**src/rtl/quad_perspective_texcoord_weights_assert.svh**
```systemverilog
// ----------------------------------------------------------------------------
// Quad perspective texcoord weights: assertion macros
// Shorthand for the concurrent checks in the top level.
// ----------------------------------------------------------------------------
`ifndef QUAD_PERSPECTIVE_TEXCOORD_WEIGHTS_ASSERT_SVH
`define QUAD_PERSPECTIVE_TEXCOORD_WEIGHTS_ASSERT_SVH

// Same-cycle implication, checked outside reset.
`define QPTW_ASSERT_NOW(lbl, clk, rst_n, ante, cons, msg) \
    lbl: assert property (@(posedge clk) disable iff (!(rst_n)) (ante) |-> (cons)) \
        else $error(msg);

// Next-cycle implication, checked outside reset.
`define QPTW_ASSERT_NEXT(lbl, clk, rst_n, ante, cons, msg) \
    lbl: assert property (@(posedge clk) disable iff (!(rst_n)) (ante) |=> (cons)) \
        else $error(msg);

`endif

```
**src/rtl/qptw_smul.sv**
```systemverilog
// ----------------------------------------------------------------------------
// Quad perspective texcoord weights: signed multiplier
// Two-stage signed multiply built from four half-width partial products.
// ----------------------------------------------------------------------------
`timescale 1ns / 1ps
`default_nettype none

module qptw_smul #(
    parameter int A_W = 33
) (
    input  wire                      i_clk,
    input  wire                      i_en,
    input  wire  signed [A_W-1:0]    i_a,
    input  wire  signed [A_W-1:0]    i_b,
    output logic signed [2*A_W-1:0]  o_p
);

    localparam int H = (A_W + 1) / 2;

    logic [2*H-1:0] w_ma;
    logic [2*H-1:0] w_mb;
    logic [2*H-1:0] r_pp00;
    logic [2*H-1:0] r_pp01;
    logic [2*H-1:0] r_pp10;
    logic [2*H-1:0] r_pp11;
    logic           r_neg;
    logic [4*H-1:0] w_sum;
    logic [2*A_W-1:0] w_mag;

    always_comb begin
        w_ma = i_a[A_W-1] ? (2*H)'(-i_a) : (2*H)'(i_a);
        w_mb = i_b[A_W-1] ? (2*H)'(-i_b) : (2*H)'(i_b);
        w_ma = w_ma & (2*H)'({A_W{1'b1}});
        w_mb = w_mb & (2*H)'({A_W{1'b1}});
    end

    always_ff @(posedge i_clk) begin
        if (i_en) begin
            r_pp00 <= w_ma[H-1:0] * w_mb[H-1:0];
            r_pp01 <= w_ma[H-1:0] * w_mb[2*H-1:H];
            r_pp10 <= w_ma[2*H-1:H] * w_mb[H-1:0];
            r_pp11 <= w_ma[2*H-1:H] * w_mb[2*H-1:H];
            r_neg  <= i_a[A_W-1] ^ i_b[A_W-1];
        end
    end

    always_comb begin
        w_sum = (4*H)'(r_pp00) + ((4*H)'(r_pp01) << H) + ((4*H)'(r_pp10) << H)
              + ((4*H)'(r_pp11) << (2*H));
        w_mag = w_sum[2*A_W-1:0];
    end

    always_ff @(posedge i_clk) begin
        if (i_en) begin
            o_p <= r_neg ? -$signed(w_mag) : $signed(w_mag);
        end
    end

endmodule

`default_nettype wire

```
**config.mk**
```make
export PLATFORM = sky130hd
export DESIGN_NAME = qptw_smul
export DESIGN_NICKNAME = d
export VERILOG_FILES = /design/src/rtl/quad_perspective_texcoord_weights_assert.svh /design/src/rtl/qptw_smul.sv
export SDC_FILE = /design/constraint.sdc
export NUM_CORES = 2
export LEC_CHECK = 0
export BUFFER_PORTS_ARGS = -buffer_cell sky130_fd_sc_hd__buf_2
export CAP_MARGIN = 20
export CORE_MARGIN = 5
export CORE_UTILIZATION = 50
export DETAILED_ROUTE_END_ITERATION = 8
export HOLD_SLACK_MARGIN = 0.08
export PLACE_DENSITY = 0.72
export SYNTH_ARGS = -nofsm -noshare
export SYNTH_HDL_FRONTEND = slang
export SYNTH_SLANG_ARGS = --single-unit
```
**constraint.sdc**
```tcl
create_clock -name i_clk -period 16.9 [get_ports i_clk]
set_input_delay 1.69 -clock i_clk [delete_from_list [all_inputs] [get_ports i_clk]]
set_output_delay 1.69 -clock i_clk [all_outputs]
set_load 0.05 [all_outputs]
```
# Word level (Yosys, flattened, before mapping)
# Index checks and enable logic that the tools add are counted.
[totals]
reg_bits = 201
inputBits = 68
output_inout_bits = 66
elab_cells = 20
[classes]
n_addsub = 6
multipliers = 4
mux = 3
bitwise_logic = 1
[op_table]
columns = ["operator", "n"]
rows = [
  ["53-bit by 66-bit adder with 66-bit output", 1],
  ["33-bit two-way mux", 2],
  ["66-bit two-way mux", 1],
  ["33-bit negation", 2],
  ["66-bit negation", 1],
  ["52-bit by 51-bit adder with 53-bit output", 1],
  ["34-bit by 51-bit adder with 52-bit output", 1],
  ["17-bit by 17-bit multiplier with 34-bit output", 1],
  ["16-bit by 17-bit multiplier with 33-bit output", 1],
  ["17-bit by 16-bit multiplier with 33-bit output", 1],
  ["16-bit by 16-bit multiplier with 32-bit output", 1],
  ["1-bit XOR", 1],
]

# Depth between registers and ports, before layout
[depth]
depth_word = 5
depth_mapped = 36

# Worst setup path before layout
# Ideal clock, no wire load.
[synth_timing]
path_kind = "input-to-reg"
startpoint = "in i_a[0]"
endpoint = "reg r_pp11[31] (data pin)"
setup_ns = 0.260
t_arrival_ns = 10.758
required_time_ns = 16.640
setup_slack_ns = 5.882
cell_stages = 32
path_cell_list = "clkinv_1 clkbuf_1 ha_1 nand2_1 or3_1 or3_1 or3_1 or2_1 or3_1 o41ai_1 xnor2_1 clkbuf_1 nand2_1 fa_1 fa_1 fa_1 fa_1 inv_1 fa_1 fa_1 ha_1 a21o_1 a21o_1 a21oi_1 a2bb2oi_1 a31oi_1 o31a_1 o21a_1 or4_1 a31o_2 a21oi_1 xnor2_1"
[synth_via]
elab_chain_len = 3
[synth_lines]
columns = ["item", "line_no", "source"]
rows = [
  ["from (decl)", "qptw_smul.sv:13", "input wire signed [A_W-1:0] i_a,"],
  ["33-bit negation", "qptw_smul.sv:31", "w_ma = i_a[A_W-1] ? (2*H)'(-i_a) : (2*H)'(i_a);"],
  ["33-bit two-way mux", "qptw_smul.sv:31", ""],
  ["16-bit by 16-bit multiplier with 32-bit output", "qptw_smul.sv:42", "r_pp11 <= w_ma[2*H-1:H] * w_mb[2*H-1:H];"],
  ["to (signal assigned)", "qptw_smul.sv:42", ""],
  ["to (decl)", "qptw_smul.sv:25", "logic [2*H-1:0] r_pp11;"],
]
# Every way passes these cells.
# A chain may end at the register's enable or synchronous reset.

# Final worst setup path
# Same ends and word-level chain as after synthesis.

==> summary.md <==
| Metric | Value |
|---|---|
| Status | `finished, violations left` |
| Violated checks | `DRC` |
| Start point of the worst hold path | `r_pp00[0]` |
| Logic depth of the worst register-to-register path | `14` |
| Final Wtd Congestion | `1.01` |
| Htree depth | `4` |
| TritonCTS sink count | `199` |
| Number of cells on the worst hold path | `0` |
| Worst hold path endpoint | `o_p[0]` |
| Half-perimeter wire length after detailed placement | `112 mm` |
| Post-Synth XOR/XNOR Area | `6.19%` |
| Final-layout setup total negative slack | `0 ns` |
| I/O pin count | `134` |
| Dominant synthesized flop cell | `sky130_fd_sc_hd__edfxtp_1` |
| Largest clock skew in the final design | `0.0142 ns` |
| Measured slew at the worst slew-check pin | `1.17 ns` |
| Proportion of netlist area held by the largest area contributor | `37.6%` |
| Kind of capture point of the worst setup path | `flop` |
| Dominant cells by area after synthesis | `sky130_fd_sc_hd__fa_1 (38%), sky130_fd_sc_hd__edfxtp_1 (13%), sky130_fd_sc_hd__ha_1 (12%), sky130_fd_sc_hd__inv_1 (8.0%), sky130_fd_sc_hd__nand2_1 (5.7%)` |
| Total setup buffers inserted after CTS | `0` |
| Final worst path period share | `70.9%` |
| RR Startpoint | `r_pp00[18]` |
| Die area | `98500 sq um` |
| Top library cells by usage in the layout, fill and taps aside | `sky130_fd_sc_hd__inv_1 (981), sky130_fd_sc_hd__fa_1 (868), sky130_fd_sc_hd__nand2_1 (703)` |
| Number of iterations in the first detailed-routing pass | `8` |
| Required time reported for the critical path endpoint | `17.11 ns` |
| Antenna-violating nets left | `0` |
| Synthesis-to-layout area growth | `7.70%` |
| Post-route DRC violation count | `3` |
| Initial antenna violation count | `11` |
| Number of I/O port buffers | `133` |
| Max-Cap Viols | `0` |
| Unique masters post-synth | `72` |
| Wire length of the first global-routing pass | `218 mm` |
| Syn. warnings | `0` |
| Critical setup path kind | `input pin to flop` |
| Setup slack at placement | `4.48 ns` |
| Synth Area per Inst | `9.10 sq um` |
| Critical path's most frequent cell | `sky130_fd_sc_hd__fa_1` |
| Slowest cell delay on critical path | `0.97 ns` |
| Maximum count of clock buffers along a single path | `2` |
| Source-to-sink clock delay at the later pin of the worst-skew pair | `0.46 ns` |
| TritonCTS clock tree | `built` |
| Post-Syn Instances | `5072` |
| Mean routed wirelength per cell | `22.4 microns` |
| Core region area | `91700 sq um` |
| Fillers | `8153` |
| Pin count of the biggest net entering global routing | `78` |
| Leading cell type in the layout, fill and taps excluded | `sky130_fd_sc_hd__inv_1` |
| Sequential fraction of the synthesis area | `12.9%` |
| Overall overflow remaining after global route | `0` |
| Setup Viol. Count Final | `0` |
| Final Core Density | `54.2%` |
| Crit path setup slack, layout | `4.91 ns` |
| Number of global-route vias before repair | `37255` |
| Multi-input combinational cell area | `36400 sq um` |
| Unrepaired setup endpoints after global routing | `no` |
| Number of nets produced by synthesis | `6466` |
| Min-Delay Path Class | `flop to flop` |
| PostCTS Resize Cnt | `0` |
| Average vias per placed instance | `5.78` |
| Fmax | `0.0834 GHz` |
| Number of CTS-inserted buffers | `17` |
| Highest-delay cell along the critical path | `sky130_fd_sc_hd__xor2_1` |
| Starting utilization of the core area | `50.4%` |
| Slew headroom | `20.8%` |
| CTS Hold Bufs | `0` |
| Share of final-layout standard cells stronger than drive strength 1 | `7.26%` |
| Type of element launching the critical path | `input pin` |
| Synth Area in Adders | `50.1%` |
| Terminus of the critical flop-to-flop path | `o_p[65]` |
| Netlist Area Pre-Place | `46200 sq um` |
| Max-slew violation count | `0` |
| Final-stage net count | `6550` |
| Post-layout minimum cycle time | `11.99 ns` |
| Worst endpoint data arrival time | `12.20 ns` |
| Clock tree root driver cell | `sky130_fd_sc_hd__clkbuf_16` |
| Fin. Hold Viols | `0` |
| Core Rows | `111` |
| Register bit total from synthesis | `199` |
| Number of vias in the routed layout | `36780` |
| Die outline width | `314 microns` |
| Chip Height | `314 microns` |
| Detailed Route WL | `143 mm` |
| Violation count after the first detailed-routing iteration | `3550` |
| Overall Global Routing Usage | `29.0%` |
| Yosys top cell by area | `sky130_fd_sc_hd__fa_1` |
| Count of flip-flops with a built-in enable after synthesis | `199` |
| Dominant combinational cell family by area after synthesis | `adder cells` |
| Fraction of synthesis flops using an asynchronous set or reset pin | `0%` |
| Clk slew on worst S/H paths | `0.08 ns` |
| Mux share of post-synthesis cell area | `0.0651%` |
| Compound-gate portion of the synthesized area | `7.05%` |
| Area used by sequential logic in the layout | `5980 sq um` |
| Basic-gate share of the synthesized area counting and, or, nand and nor cells | `14.1%` |
| Register-to-register setup slack | `10.92 ns` |
| Crit path max fanout | `16` |
==> routing by layer <==
| layer | vias to the layer above | share of wire, % | track usage (%) |
|---|---|---|---|
| li1 | 15922 | - | - |
| met1 | 18165 | 38 | 38.3 |
| met2 | 2220 | 42 | 42.8 |
| met3 | 469 | 14 | 11.3 |
| met4 | 4 | 5.3 | 11.9 |
| met5 | - | 0.019 | 0.346 |
==> how the worst max path moves through the flow <==
stage           start          to  slack [ns]  cells past startpoint
2_1_floorplan  i_a[0]  r_pp11[31]        5.88                     32
3_3_place_gp   i_a[0]  r_pp11[31]        4.76                     32
3_5_place_dp   i_a[0]  r_pp11[31]        4.48                     32
4_1_cts        i_a[0]  r_pp11[31]        4.96                     32
5_1_grt        i_a[0]  r_pp11[31]        4.55                     33
6_report       i_a[0]  r_pp11[31]        4.91                     33
==> layout make-up <==
type                       instances  area share [%]
clock buffer                      18           0.863
timing repair buffer             251            3.14
inverter                         983            7.42
clock inverter                    13           0.332
antenna                           11          0.0554
multi-input combinational       3704            73.2
sequential                       199            12.0
tap                             1186            2.99
==> state kept, by name (all words and copies together) (netlist names) <==
register and cells:
r_pp01 33, o_p 66, r_pp11 32, r_pp00 34
r_pp10 33, r_neg 1
==> logic make-up after synthesis <==
family                   count (synthesis)
multiplexers                             3
adder cells (fa/ha/maj)               1326
AO/OA/AOI/OAI                          495
AND/OR/NAND/NOR                       1554
XOR/XNOR                               326
flip-flops                             199
buffers and inverters                 1169
==> metrics by stage <==
stage	hold WS (ns)	cells	area, sq um
floorplan	0.453	5072	46200
global placement	0.477	6319	49100
detailed placement	0.483	6319	49100
CTS	0.508	6350	49700
global route	0.536	6354	49700
finish	0.514	6365	49700
==> critical path: cells and delay by family <==
kind,cells,cell delay (ns)
compound gates,8,2.17
fa+ha+maj,8,3.51
xor+xnor,2,1.06
simple gates,8,2.70
buf+inv,7,1.05
==> cell usage after synthesis, types with 57 or more instances <==
cell type                    n
sky130_fd_sc_hd__fa_1      868
sky130_fd_sc_hd__edfxtp_1  199
sky130_fd_sc_hd__inv_1     981
sky130_fd_sc_hd__xnor2_1   214
sky130_fd_sc_hd__o21ai_0   104
sky130_fd_sc_hd__ha_1      458
sky130_fd_sc_hd__nand2_1   703
sky130_fd_sc_hd__nor2_1    576
sky130_fd_sc_hd__a21o_1     57
sky130_fd_sc_hd__clkbuf_1  179
sky130_fd_sc_hd__xor2_1    112
sky130_fd_sc_hd__a21oi_1   119
Power is left out: the tool's default activity adds up to more than one toggle a clock period on the data nets, which glitch-free logic cannot reach.
